### src/rtl/core/i2c_slave_transaction_handler_top_assert.svh
// ---------------------------------------------------------------------------
// I2C slave transaction handler: assertion macros
// Clocked on clk, disabled while rst_n is low; the using module supplies both.
// ---------------------------------------------------------------------------
`ifndef I2C_SLAVE_TRANSACTION_HANDLER_TOP_ASSERT_SVH
`define I2C_SLAVE_TRANSACTION_HANDLER_TOP_ASSERT_SVH

// Condition holds at every edge out of reset.
`define I2CST_ASSERT_ALWAYS(label, cond, msg) \
    label: assert property (@(posedge clk) disable iff (!rst_n) (cond)) \
        else $error(msg);

// Consequent holds in the same cycle as the antecedent.
`define I2CST_ASSERT_IMPLY(label, ante, cons, msg) \
    label: assert property (@(posedge clk) disable iff (!rst_n) (ante) |-> (cons)) \
        else $error(msg);

`endif

### src/rtl/core/i2cst_pkg.sv
// ---------------------------------------------------------------------------
// I2C slave transaction handler: shared types and constants
// Function, bus command and result codes, and the per-item flag bundle.
// ---------------------------------------------------------------------------
`timescale 1ns / 1ps
`default_nettype none

package i2cst_pkg;

    typedef enum logic [2:0] {
        FUNC_BUS      = 3'd0,
        FUNC_TICK     = 3'd1,
        FUNC_APP_READ = 3'd2,
        FUNC_APP_LOAD = 3'd3,
        FUNC_ABORT    = 3'd4
    } func_t;

    typedef enum logic [2:0] {
        CMD_NONE          = 3'd0,
        CMD_ACK           = 3'd1,
        CMD_COMPLETE      = 3'd2,
        CMD_NACK_COMPLETE = 3'd3,
        CMD_CLEAR_STOP    = 3'd4
    } cmd_t;

    typedef enum logic [2:0] {
        RES_UNKNOWN   = 3'd0,
        RES_OK        = 3'd1,
        RES_FAIL      = 3'd2,
        RES_ABORTED   = 3'd3,
        RES_BUS_ERROR = 3'd4,
        RES_COLLISION = 3'd5,
        RES_OVERFLOW  = 3'd6
    } res_t;

    localparam logic [7:0] TIMEOUT_RESET = 8'd5;
    localparam logic [7:0] IDLE_MAX      = 8'hFF;

    // Per-item outcome, carried alongside the store read
    typedef struct packed {
        cmd_t        cmd;
        logic        tx_valid;
        logic        rd_hit;
        logic        pending;
        logic        busy;
        res_t        result;
        logic        restarted;
        logic [5:0]  rx_count;
    } flags_t;

endpackage

`default_nettype wire

### src/rtl/core/i2c_slave_transaction_handler_top.sv
// ---------------------------------------------------------------------------
// I2C slave transaction handler: top level
// Slave-side transaction handling over a receive and a transmit byte store.
// ---------------------------------------------------------------------------
// Takes one item per clock unless the output stalls and returns one result per
// item, in order. Counters and flags update in the cycle an item is accepted;
// the RX and TX stores are single-port memories with a registered read, so a
// result passes the read stage, then the output register. A stalled output
// fills the read stage and then holds req_ready low. Store entries not yet
// written since reset read as zero through per-entry valid bits, so no
// clearing pass follows reset. The user must write the activity timeout
// (cfg_we/cfg_wdata) only while the block is idle, which is not enforced.
`timescale 1ns / 1ps
`default_nettype none

module i2c_slave_transaction_handler_top
    import i2cst_pkg::*;
#(
    parameter int RX_DEPTH = 32,
    parameter int TX_DEPTH = 32
)
(
    input  wire logic       clk,
    input  wire logic       rst_n,
    input  wire logic       req_valid,
    output logic            req_ready,
    input  wire logic [2:0] func,
    input  wire logic       bus_error,
    input  wire logic       collision,
    input  wire logic       addr_stop_flag,
    input  wire logic       addr_match,
    input  wire logic       data_flag,
    input  wire logic       master_reads,
    input  wire logic       master_nack,
    input  wire logic       clock_hold,
    input  wire logic [7:0] byte_in,
    input  wire logic [4:0] buffer_index,
    input  wire logic       final_read,
    output logic            rsp_valid,
    input  wire logic       rsp_ready,
    output logic      [2:0] bus_command,
    output logic      [7:0] tx_byte,
    output logic            tx_valid,
    output logic      [7:0] read_byte,
    output logic            command_pending,
    output logic            busy_res,
    output logic      [2:0] result_code,
    output logic            restarted,
    output logic      [5:0] rx_count_out,
    input  wire logic       cfg_we,
    input  wire logic [7:0] cfg_wdata
);

    localparam int RX_AW = (RX_DEPTH > 1) ? $clog2(RX_DEPTH) : 1;
    localparam int TX_AW = (TX_DEPTH > 1) ? $clog2(TX_DEPTH) : 1;

    logic             accept;
    flags_t           flags;
    logic             rx_en, rx_we;
    logic [RX_AW-1:0] rx_addr;
    logic             tx_en, tx_we;
    logic [TX_AW-1:0] tx_addr;
    logic [7:0]       rx_rdata;
    logic [7:0]       tx_rdata;

    i2cst_ctrl #(
        .RX_DEPTH (RX_DEPTH),
        .TX_DEPTH (TX_DEPTH),
        .RX_AW    (RX_AW),
        .TX_AW    (TX_AW)
    ) u_ctrl (
        .clk            (clk),
        .rst_n          (rst_n),
        .accept         (accept),
        .func           (func),
        .bus_error      (bus_error),
        .collision      (collision),
        .addr_stop_flag (addr_stop_flag),
        .addr_match     (addr_match),
        .data_flag      (data_flag),
        .master_reads   (master_reads),
        .master_nack    (master_nack),
        .clock_hold     (clock_hold),
        .buffer_index   (buffer_index),
        .final_read     (final_read),
        .cfg_we         (cfg_we),
        .cfg_wdata      (cfg_wdata),
        .flags          (flags),
        .rx_en          (rx_en),
        .rx_we          (rx_we),
        .rx_addr        (rx_addr),
        .tx_en          (tx_en),
        .tx_we          (tx_we),
        .tx_addr        (tx_addr)
    );

    i2cst_store #(
        .DEPTH (RX_DEPTH),
        .AW    (RX_AW)
    ) u_rx_store (
        .clk   (clk),
        .rst_n (rst_n),
        .en    (rx_en),
        .we    (rx_we),
        .addr  (rx_addr),
        .wdata (byte_in),
        .rdata (rx_rdata)
    );

    i2cst_store #(
        .DEPTH (TX_DEPTH),
        .AW    (TX_AW)
    ) u_tx_store (
        .clk   (clk),
        .rst_n (rst_n),
        .en    (tx_en),
        .we    (tx_we),
        .addr  (tx_addr),
        .wdata (byte_in),
        .rdata (tx_rdata)
    );

    i2cst_pipe u_pipe (
        .clk             (clk),
        .rst_n           (rst_n),
        .req_valid       (req_valid),
        .req_ready       (req_ready),
        .accept          (accept),
        .flags           (flags),
        .tx_rdata        (tx_rdata),
        .rx_rdata        (rx_rdata),
        .rsp_valid       (rsp_valid),
        .rsp_ready       (rsp_ready),
        .bus_command     (bus_command),
        .tx_byte         (tx_byte),
        .tx_valid        (tx_valid),
        .read_byte       (read_byte),
        .command_pending (command_pending),
        .busy_res        (busy_res),
        .result_code     (result_code),
        .restarted       (restarted),
        .rx_count_out    (rx_count_out)
    );

endmodule

`default_nettype wire

### src/rtl/core/i2cst_store.sv
// ---------------------------------------------------------------------------
// I2C slave transaction handler: byte store
// Single-port synchronous byte memory with registered read and per-entry
// valid bits; an entry never written since reset reads as zero.
// ---------------------------------------------------------------------------
`timescale 1ns / 1ps
`default_nettype none

module i2cst_store
#(
    parameter int DEPTH = 32,
    parameter int AW    = 5
)
(
    input  wire logic          clk,
    input  wire logic          rst_n,
    input  wire logic          en,
    input  wire logic          we,
    input  wire logic [AW-1:0] addr,
    input  wire logic [7:0]    wdata,
    output logic      [7:0]    rdata
);

    logic [7:0]       mem [DEPTH];
    logic [DEPTH-1:0] vld_reg;
    logic [7:0]       rdata_reg;
    logic             rvld_reg;

    always_ff @(posedge clk)
    begin
        if (en && we)
        begin
            mem[addr] <= wdata;
        end
        if (en && !we)
        begin
            rdata_reg <= mem[addr];
        end
    end

    always_ff @(posedge clk or negedge rst_n)
    begin
        if (!rst_n)
        begin
            vld_reg  <= '0;
            rvld_reg <= 1'b0;
        end
        else if (en)
        begin
            if (we)
            begin
                vld_reg[addr] <= 1'b1;
            end
            else
            begin
                rvld_reg <= vld_reg[addr];
            end
        end
    end

    assign rdata = rvld_reg ? rdata_reg : 8'd0;

endmodule

`default_nettype wire

### src/rtl/core/i2cst_ctrl.sv
// ---------------------------------------------------------------------------
// I2C slave transaction handler: control
// Decodes each item, updates counters and flags, and drives the store ports.
// ---------------------------------------------------------------------------
`timescale 1ns / 1ps
`default_nettype none
`include "i2c_slave_transaction_handler_top_assert.svh"

module i2cst_ctrl
    import i2cst_pkg::*;
#(
    parameter int RX_DEPTH = 32,
    parameter int TX_DEPTH = 32,
    parameter int RX_AW    = 5,
    parameter int TX_AW    = 5
)
(
    input  wire logic             clk,
    input  wire logic             rst_n,
    input  wire logic             accept,
    input  wire logic [2:0]       func,
    input  wire logic             bus_error,
    input  wire logic             collision,
    input  wire logic             addr_stop_flag,
    input  wire logic             addr_match,
    input  wire logic             data_flag,
    input  wire logic             master_reads,
    input  wire logic             master_nack,
    input  wire logic             clock_hold,
    input  wire logic [4:0]       buffer_index,
    input  wire logic             final_read,
    input  wire logic             cfg_we,
    input  wire logic [7:0]       cfg_wdata,
    output flags_t                flags,
    output logic                  rx_en,
    output logic                  rx_we,
    output logic      [RX_AW-1:0] rx_addr,
    output logic                  tx_en,
    output logic                  tx_we,
    output logic      [TX_AW-1:0] tx_addr
);

    localparam int RX_CW = $clog2(RX_DEPTH + 1);
    localparam int TX_CW = $clog2(TX_DEPTH + 1);

    logic [RX_CW-1:0] rx_count_reg, rx_count_next;
    logic [TX_CW-1:0] tx_count_reg, tx_count_next;
    logic             busy_reg, busy_next;
    res_t             result_reg, result_next;
    logic             abort_reg, abort_next;
    logic             pending_reg, pending_next;
    logic [7:0]       idle_reg, idle_next;
    logic [7:0]       timeout_reg;

    logic [7:0]       idle_inc;
    logic             idx_in_rx;
    logic             idx_in_tx;
    logic             rx_room;
    logic             tx_room;
    logic             stuck;
    logic [RX_AW+4:0] idx_rx_ext;
    logic [TX_AW+4:0] idx_tx_ext;
    logic [RX_CW+5:0] rx_count_ext;
    logic             rx_rd, rx_wr, tx_rd, tx_wr;
    cmd_t             cmd;
    logic             tx_valid;
    logic             restarted;

    assign idx_in_rx  = 32'(buffer_index) < RX_DEPTH;
    assign idx_in_tx  = 32'(buffer_index) < TX_DEPTH;
    assign idx_rx_ext = {RX_AW'(0), buffer_index};
    assign idx_tx_ext = {TX_AW'(0), buffer_index};
    assign rx_room    = rx_count_reg < RX_CW'(RX_DEPTH);
    assign tx_room    = tx_count_reg < TX_CW'(TX_DEPTH);
    assign idle_inc   = (idle_reg == IDLE_MAX) ? IDLE_MAX : idle_reg + 8'd1;
    assign stuck      = data_flag | addr_stop_flag | clock_hold | collision | bus_error;

    always_comb
    begin
        rx_count_next = rx_count_reg;
        tx_count_next = tx_count_reg;
        busy_next     = busy_reg;
        result_next   = result_reg;
        abort_next    = abort_reg;
        pending_next  = pending_reg;
        idle_next     = idle_reg;
        cmd           = CMD_NONE;
        tx_valid      = 1'b0;
        restarted     = 1'b0;
        rx_rd         = 1'b0;
        rx_wr         = 1'b0;
        tx_rd         = 1'b0;
        tx_wr         = 1'b0;

        case (func_t'(func))
            FUNC_BUS:
            begin
                if (bus_error || collision)
                begin
                    rx_count_next = '0;
                    tx_count_next = '0;
                    busy_next     = 1'b0;
                    result_next   = bus_error ? RES_BUS_ERROR : RES_COLLISION;
                end
                else if (addr_stop_flag && addr_match)
                begin
                    if (abort_reg)
                    begin
                        busy_next   = 1'b0;
                        result_next = RES_ABORTED;
                        abort_next  = 1'b0;
                        cmd         = CMD_COMPLETE;
                    end
                    else if (!master_reads && pending_reg)
                    begin
                        // refuse a new write until the command is consumed
                        busy_next = 1'b0;
                        cmd       = CMD_COMPLETE;
                    end
                    else
                    begin
                        busy_next     = 1'b1;
                        result_next   = RES_UNKNOWN;
                        rx_count_next = '0;
                        tx_count_next = '0;
                        cmd           = CMD_ACK;
                    end
                    idle_next = 8'd0;
                end
                else if (addr_stop_flag)
                begin
                    busy_next   = 1'b0;
                    result_next = RES_OK;
                    if (!master_reads && (rx_count_reg != '0))
                    begin
                        pending_next = 1'b1;
                    end
                    cmd = CMD_CLEAR_STOP;
                end
                else if (data_flag)
                begin
                    if (master_reads)
                    begin
                        if ((tx_count_reg != '0) && master_nack)
                        begin
                            busy_next   = 1'b0;
                            result_next = RES_OK;
                            cmd         = CMD_COMPLETE;
                        end
                        else if (tx_room)
                        begin
                            tx_rd         = 1'b1;
                            tx_valid      = 1'b1;
                            tx_count_next = tx_count_reg + TX_CW'(1);
                            cmd           = CMD_ACK;
                        end
                        else
                        begin
                            busy_next   = 1'b0;
                            result_next = RES_OVERFLOW;
                            cmd         = CMD_COMPLETE;
                        end
                    end
                    else if (rx_room)
                    begin
                        rx_wr         = 1'b1;
                        rx_count_next = rx_count_reg + RX_CW'(1);
                        if (abort_reg)
                        begin
                            busy_next   = 1'b0;
                            result_next = RES_ABORTED;
                            abort_next  = 1'b0;
                            cmd         = CMD_COMPLETE;
                        end
                        else
                        begin
                            cmd = CMD_ACK;
                        end
                    end
                    else
                    begin
                        // drop the byte
                        busy_next   = 1'b0;
                        result_next = RES_OVERFLOW;
                        cmd         = CMD_NACK_COMPLETE;
                    end
                end
                else
                begin
                    busy_next   = 1'b0;
                    result_next = RES_FAIL;
                end
            end
            FUNC_TICK:
            begin
                idle_next = idle_inc;
                if (idle_inc > timeout_reg)
                begin
                    idle_next = 8'd0;
                    if (stuck)
                    begin
                        rx_count_next = '0;
                        tx_count_next = '0;
                        busy_next     = 1'b0;
                        result_next   = RES_UNKNOWN;
                        abort_next    = 1'b0;
                        pending_next  = 1'b0;
                        restarted     = 1'b1;
                    end
                end
            end
            FUNC_APP_READ:
            begin
                rx_rd = idx_in_rx;
                if (final_read)
                begin
                    pending_next = 1'b0;
                end
            end
            FUNC_APP_LOAD:
            begin
                tx_wr = idx_in_tx;
            end
            FUNC_ABORT:
            begin
                abort_next = 1'b1;
            end
            default:
            begin
                cmd = CMD_NONE;
            end
        endcase
    end

    assign rx_en   = accept && (rx_rd || rx_wr);
    assign rx_we   = rx_wr;
    assign rx_addr = rx_wr ? rx_count_reg[RX_AW-1:0] : idx_rx_ext[RX_AW-1:0];
    assign tx_en   = accept && (tx_rd || tx_wr);
    assign tx_we   = tx_wr;
    assign tx_addr = tx_wr ? idx_tx_ext[TX_AW-1:0] : tx_count_reg[TX_AW-1:0];

    assign rx_count_ext = {6'd0, rx_count_next};

    always_comb
    begin
        flags.cmd       = cmd;
        flags.tx_valid  = tx_valid;
        flags.rd_hit    = rx_rd;
        flags.pending   = pending_next;
        flags.busy      = busy_next;
        flags.result    = result_next;
        flags.restarted = restarted;
        flags.rx_count  = rx_count_ext[5:0];
    end

    always_ff @(posedge clk or negedge rst_n)
    begin
        if (!rst_n)
        begin
            rx_count_reg <= '0;
            tx_count_reg <= '0;
            busy_reg     <= 1'b0;
            result_reg   <= RES_UNKNOWN;
            abort_reg    <= 1'b0;
            pending_reg  <= 1'b0;
            idle_reg     <= 8'd0;
        end
        else if (accept)
        begin
            rx_count_reg <= rx_count_next;
            tx_count_reg <= tx_count_next;
            busy_reg     <= busy_next;
            result_reg   <= result_next;
            abort_reg    <= abort_next;
            pending_reg  <= pending_next;
            idle_reg     <= idle_next;
        end
    end

    always_ff @(posedge clk or negedge rst_n)
    begin
        if (!rst_n)
        begin
            timeout_reg <= TIMEOUT_RESET;
        end
        else if (cfg_we)
        begin
            timeout_reg <= cfg_wdata;
        end
    end

    `I2CST_ASSERT_IMPLY(a_busy_unknown, busy_reg, result_reg == RES_UNKNOWN, "busy with a result")
    `I2CST_ASSERT_ALWAYS(a_rx_bound, rx_count_reg <= RX_CW'(RX_DEPTH), "rx count past depth")
    `I2CST_ASSERT_ALWAYS(a_tx_bound, tx_count_reg <= TX_CW'(TX_DEPTH), "tx count past depth")

endmodule

`default_nettype wire

### src/rtl/core/i2cst_pipe.sv
// ---------------------------------------------------------------------------
// I2C slave transaction handler: result pipeline
// Read-return stage and output register; joins item flags with store data.
// ---------------------------------------------------------------------------
`timescale 1ns / 1ps
`default_nettype none
`include "i2c_slave_transaction_handler_top_assert.svh"

module i2cst_pipe
    import i2cst_pkg::*;
(
    input  wire logic       clk,
    input  wire logic       rst_n,
    input  wire logic       req_valid,
    output logic            req_ready,
    output logic            accept,
    input  wire flags_t     flags,
    input  wire logic [7:0] tx_rdata,
    input  wire logic [7:0] rx_rdata,
    output logic            rsp_valid,
    input  wire logic       rsp_ready,
    output logic      [2:0] bus_command,
    output logic      [7:0] tx_byte,
    output logic            tx_valid,
    output logic      [7:0] read_byte,
    output logic            command_pending,
    output logic            busy_res,
    output logic      [2:0] result_code,
    output logic            restarted,
    output logic      [5:0] rx_count_out
);

    logic   s1_valid_reg, s1_valid_next;
    flags_t s1_reg;
    logic   rsp_valid_reg, rsp_valid_next;
    logic   s1_adv;

    logic [2:0] bus_command_reg;
    logic [7:0] tx_byte_reg;
    logic       tx_valid_reg;
    logic [7:0] read_byte_reg;
    logic       pending_reg;
    logic       busy_reg;
    logic [2:0] result_reg;
    logic       restarted_reg;
    logic [5:0] rx_count_reg;

    assign s1_adv    = !rsp_valid_reg || rsp_ready;
    assign req_ready = !s1_valid_reg || s1_adv;
    assign accept    = req_valid && req_ready;

    always_comb
    begin
        s1_valid_next  = s1_valid_reg;
        rsp_valid_next = rsp_valid_reg;
        if (s1_adv)
        begin
            rsp_valid_next = s1_valid_reg;
            s1_valid_next  = 1'b0;
        end
        if (accept)
        begin
            s1_valid_next = 1'b1;
        end
    end

    always_ff @(posedge clk or negedge rst_n)
    begin
        if (!rst_n)
        begin
            s1_valid_reg  <= 1'b0;
            rsp_valid_reg <= 1'b0;
        end
        else
        begin
            s1_valid_reg  <= s1_valid_next;
            rsp_valid_reg <= rsp_valid_next;
        end
    end

    always_ff @(posedge clk)
    begin
        if (accept)
        begin
            s1_reg <= flags;
        end
        if (s1_adv && s1_valid_reg)
        begin
            bus_command_reg <= s1_reg.cmd;
            tx_byte_reg     <= s1_reg.tx_valid ? tx_rdata : 8'd0;
            tx_valid_reg    <= s1_reg.tx_valid;
            read_byte_reg   <= s1_reg.rd_hit ? rx_rdata : 8'd0;
            pending_reg     <= s1_reg.pending;
            busy_reg        <= s1_reg.busy;
            result_reg      <= s1_reg.result;
            restarted_reg   <= s1_reg.restarted;
            rx_count_reg    <= s1_reg.rx_count;
        end
    end

    assign rsp_valid       = rsp_valid_reg;
    assign bus_command     = bus_command_reg;
    assign tx_byte         = tx_byte_reg;
    assign tx_valid        = tx_valid_reg;
    assign read_byte       = read_byte_reg;
    assign command_pending = pending_reg;
    assign busy_res        = busy_reg;
    assign result_code     = result_reg;
    assign restarted       = restarted_reg;
    assign rx_count_out    = rx_count_reg;

    `I2CST_ASSERT_IMPLY(a_stall_blocks, rsp_valid_reg && !rsp_ready && s1_valid_reg, !req_ready, "item taken into a full pipeline")
    `I2CST_ASSERT_IMPLY(a_tx_is_ack, s1_valid_reg && s1_reg.tx_valid, s1_reg.cmd == CMD_ACK && !s1_reg.rd_hit, "tx byte without ack")
    `I2CST_ASSERT_IMPLY(a_restart_quiet, s1_valid_reg && s1_reg.restarted, !s1_reg.busy && !s1_reg.pending && s1_reg.rx_count == 6'd0, "restart left driver state")

endmodule

`default_nettype wire
### config.mk
export PLATFORM = sky130hd
export DESIGN_NAME = i2c_slave_transaction_handler_top
export DESIGN_NICKNAME = d
export VERILOG_FILES = /design/src/rtl/core/i2cst_pkg.sv /design/src/rtl/core/i2c_slave_transaction_handler_top.sv /design/src/rtl/core/i2cst_store.sv /design/src/rtl/core/i2cst_ctrl.sv /design/src/rtl/core/i2cst_pipe.sv
export VERILOG_INCLUDE_DIRS = /design/src /design/src/rtl/core
export SDC_FILE = /design/constraint.sdc
export NUM_CORES = 1
export LEC_CHECK = 0
export CAP_MARGIN = 15
export CORE_ASPECT_RATIO = 0.7
export CORE_MARGIN = 5
export CORE_UTILIZATION = 45
export DETAILED_ROUTE_END_ITERATION = 10
export DONT_BUFFER_PORTS = 1
export SKIP_LAST_GASP = 1
export SYNTH_ARGS = -nofsm -noshare
export SYNTH_HDL_FRONTEND = slang
export SYNTH_SLANG_ARGS = --single-unit
### constraint.sdc
create_clock -name clk -period 6.4 [get_ports clk]
set_clock_uncertainty 0.2 [all_clocks]
set_input_delay 0.64 -clock clk [delete_from_list [all_inputs] [get_ports clk]]
set_output_delay 0.64 -clock clk [all_outputs]
set_load 0.01 [all_outputs]
==> run_results.csv <==
group,metric,value,unit
clock_tree,insertion_delay,0.62,ns
place,place.port_buffers,0,
final_layout,top_regs,"u_rx_store.mem: 256 flops, u_tx_store.mem: 256 flops",
final_layout,multi_input_area,0.00635,mm2
floorplanning,initial_core_util,0.455,
timing,maxSlewViolCount,0,
pwr,ir_drop,0.000184,V
logic_synthesis,synth-edff-count,577,
global_routing,antenna_found_initial,2,
timing,fin_crit,4.32,ns
routing,post_drt_wl_per_cell,26.7,um
pwr,power_switching,2.11,mW
routing,drt_iter0_markers,1631,
global_routing,grt_pass1_wl,97000,um
routing,first_pass_iters,5,
run,cap_violations,0,
floorplanning,dieArea,0.0640,mm2
final_layout,fin_cells,2420,
pwr,p_sw_frac,0.224,
clock_tree,clk_pin_slew,0.06,ns
clock_tree,cts-resized-gates,0,
logic_synthesis,synthTopCellsByArea,"edfxtp_1 (65%), dfrtp_1 (9.4%), mux4_2 (6.1%)",
logic_synthesis,async_reset_ff_frac,0.150,
clock_tree,numCtsBuffers,67,
timing,worstMarginPinSlew,1.09,ns
pwr,power_frac_seq,0.521,
clock_tree,cts_tree,"done",
logic_synthesis,synthCells,1569,
pwr,p_int,7.31,mW
timing,finalHoldViolations,0,
floorplanning,fp.dieW,300,um
logic_synthesis,ys_types,61,
pwr,leakage,10.4,nW
critical_path,start_kind,"flop",
logic_synthesis,synth_most_common_cell,"edfxtp_1",
pwr,clockPowerShare,0.409,
logic_synthesis,yosysWarnings,0,
global_routing,overflow,0,
critical_path,worst-path-max-fanout,22,
logic_synthesis,synth_top_area_frac,0.653,
timing,finalSetupTns,0,ns
clock_tree,clock-sinks,679,
timing,fin_crit_sh,0.675,
routing,ant_nets,0,
logic_synthesis,synthFlopType,"edfxtp_1",
logic_synthesis,synth-seq-area-share,0.749,
floorplanning,dieHeight,213,um
global_routing,grt_max_degree,103,
critical_path,endpoint_kind,"flop",
global_routing,grt_pass1_vias,14500,
logic_synthesis,synth_seq_cells,679,
hold_path,worstHoldPathType,"in2reg",
global_routing,grt_usage,0.203,
logic_synthesis,syn_avg_cell_area,16.9,um2
routing,routed_wl,64600,um
logic_synthesis,syn-cell-area,0.0265,mm2
critical_path,worstPathArrival,4.45,ns
place,gp_congestion,0.915,
timing,setup_viol,0,
pwr,combPwrFrac,0.069,
logic_synthesis,syn_nets,1620,
clock_tree,clock_path_buffers,3,
status,outcome,"finished clean",
clock_tree,htree_levels,3,
floorplanning,io_pins,72,
logic_synthesis,synth_common_cells,"edfxtp_1 (577), nor2_1 (104), dfrtp_1 (100)",
floorplanning,num_rows,74,
critical_path,path_class,"reg2reg",
floorplanning,coreArea,0.0583,mm2
place,hpwl,39100,um
final_layout,area_growth,12.8,%
place,place_inst,2275,
final_layout,fin_nets,1657,
routing,vias_per_cell,6.12,
pwr,p_per_area,315,mW/mm2
clock_tree,post_cts_buffers,0,
timing,fmax,232,MHz
logic_synthesis,synth_area_leader_cell,"edfxtp_1",
final_layout,final_layout_size_suffix_gt1_frac,0.166,
routing,via_count,14800,
final_layout,ff_latch_area,0.0199,mm2
timing,rsz0062_at_grt,"no",
routing,drc_errors,0,
timing,slew_headroom,0.266,
clock_tree,clockRootBuffer,"clkbuf_16",
clock_tree,cts_hold_buf,20,
final_layout,fill_cells,4724,
critical_path,crit_required,6.53,ns
[layer usage]
layer  GRT usage  share of wire
met1       0.322           0.46
met2       0.280           0.42
met3      0.0608           0.11
met4      0.0402          0.017
met5           0        0.00020
[path summary, 6_finish.rpt]
path | startpoint | end | slack (ns) | cells past startpoint
setup / recovery | u_ctrl.rx_count_reg[5]$_DFFE_PN0P_ | u_rx_store.rdata_reg[6]$_DFFE_PP_ | 2.08 | 9
hold / removal | rsp_ready | u_pipe.rsp_valid$_DFFE_PN0P_ | 0.04 | 2
setup reg to reg | u_ctrl.rx_count_reg[5]$_DFFE_PN0P_ | u_rx_store.rdata_reg[6]$_DFFE_PP_ | 2.08 | 9
hold reg to reg | u_pipe.s1_reg[9]$_DFFE_PP_ | u_pipe.result_code[2]$_DFFE_PP_ | 0.22 | 0
max in group asynchronous | rst_n | u_tx_store.vld_reg[7]$_DFFE_PN0P_ | 5.05 | 2
min in group asynchronous | rst_n | u_rx_store.vld_reg[16]$_DFFE_PN0P_ | 0.50 | 2
[cells by family after synthesis]
logic type / share of synthesized area
buf+inv: 0.0145
compound gates: 0.0937
flops: 0.749
mux: 0.0670
simple gates: 0.0692
fa+ha+maj: 0.00613
xor+xnor: 0.000660
[cell type report]
cell class | instances | area share
diodes | 2 | 0.000167
clock buffers | 84 | 0.0588
clock inverters | 37 | 0.0128
inverters | 22 | 0.00276
multi-input cells | 798 | 0.212
flip-flops and latches | 679 | 0.664
well taps | 760 | 0.0318
repair buffers | 38 | 0.0176
[cell usage in the layout, fill, tap and decap left out, types with 14 or more instances in the layout]
master     instances
edfxtp_1         577
nor2_1           104
dfrtp_1          100
nand2_1           75
mux4_2            72
a22o_1            69
or2_2             68
clkbuf_16         67
a221oi_1          66
a22oi_1           38
o21ai_0           36
a21oi_1           35
o22ai_1           35
and3_1            23
nand3_1           23
inv_1             21
clkinv_1          15
clkbuf_1          15
buf_4             14
[per-stage QoR]
step	cell area (um2)	power (mW)	setup WS, ns	util	hold WS, ns
after floorplan	26500	5.40	2.93	-	0.144
after global placement	27400	5.55	1.98	0.470	0.148
after detailed placement	27400	5.56	1.93	0.470	0.150
after CTS	29900	9.48	2.08	0.513	0.0111
after global routing	29900	9.71	1.84	0.513	0.0153
final	29900	9.42	2.08	0.513	0.0420
[power by group through the flow]
| stage | sequential (mW) | clock, mW | combinational (mW) |
|---|---|---|---|
| 3_5_place_dp | 5.00 | 0 | 0.555 |
| 3_3_place_gp | 5.00 | 0 | 0.554 |
| 5_1_grt | 4.91 | 4.10 | 0.703 |
| 4_1_cts | 4.91 | 3.91 | 0.656 |
| 2_1_floorplan | 4.99 | 0 | 0.408 |
| 6_report | 4.91 | 3.86 | 0.654 |
[critical path: stages, from the launching register on]
cell and delay [ns]:
dfrtp_1 0.48, nor4b_4 0.57, and3_1 0.61, o32ai_4 0.20
buf_8 0.24, buf_4 0.25, a22o_1 0.22, a221oi_1 0.48
o22ai_1 0.19, or4_1 0.60
No activity file was read; power rests on OpenSTA's default activity.
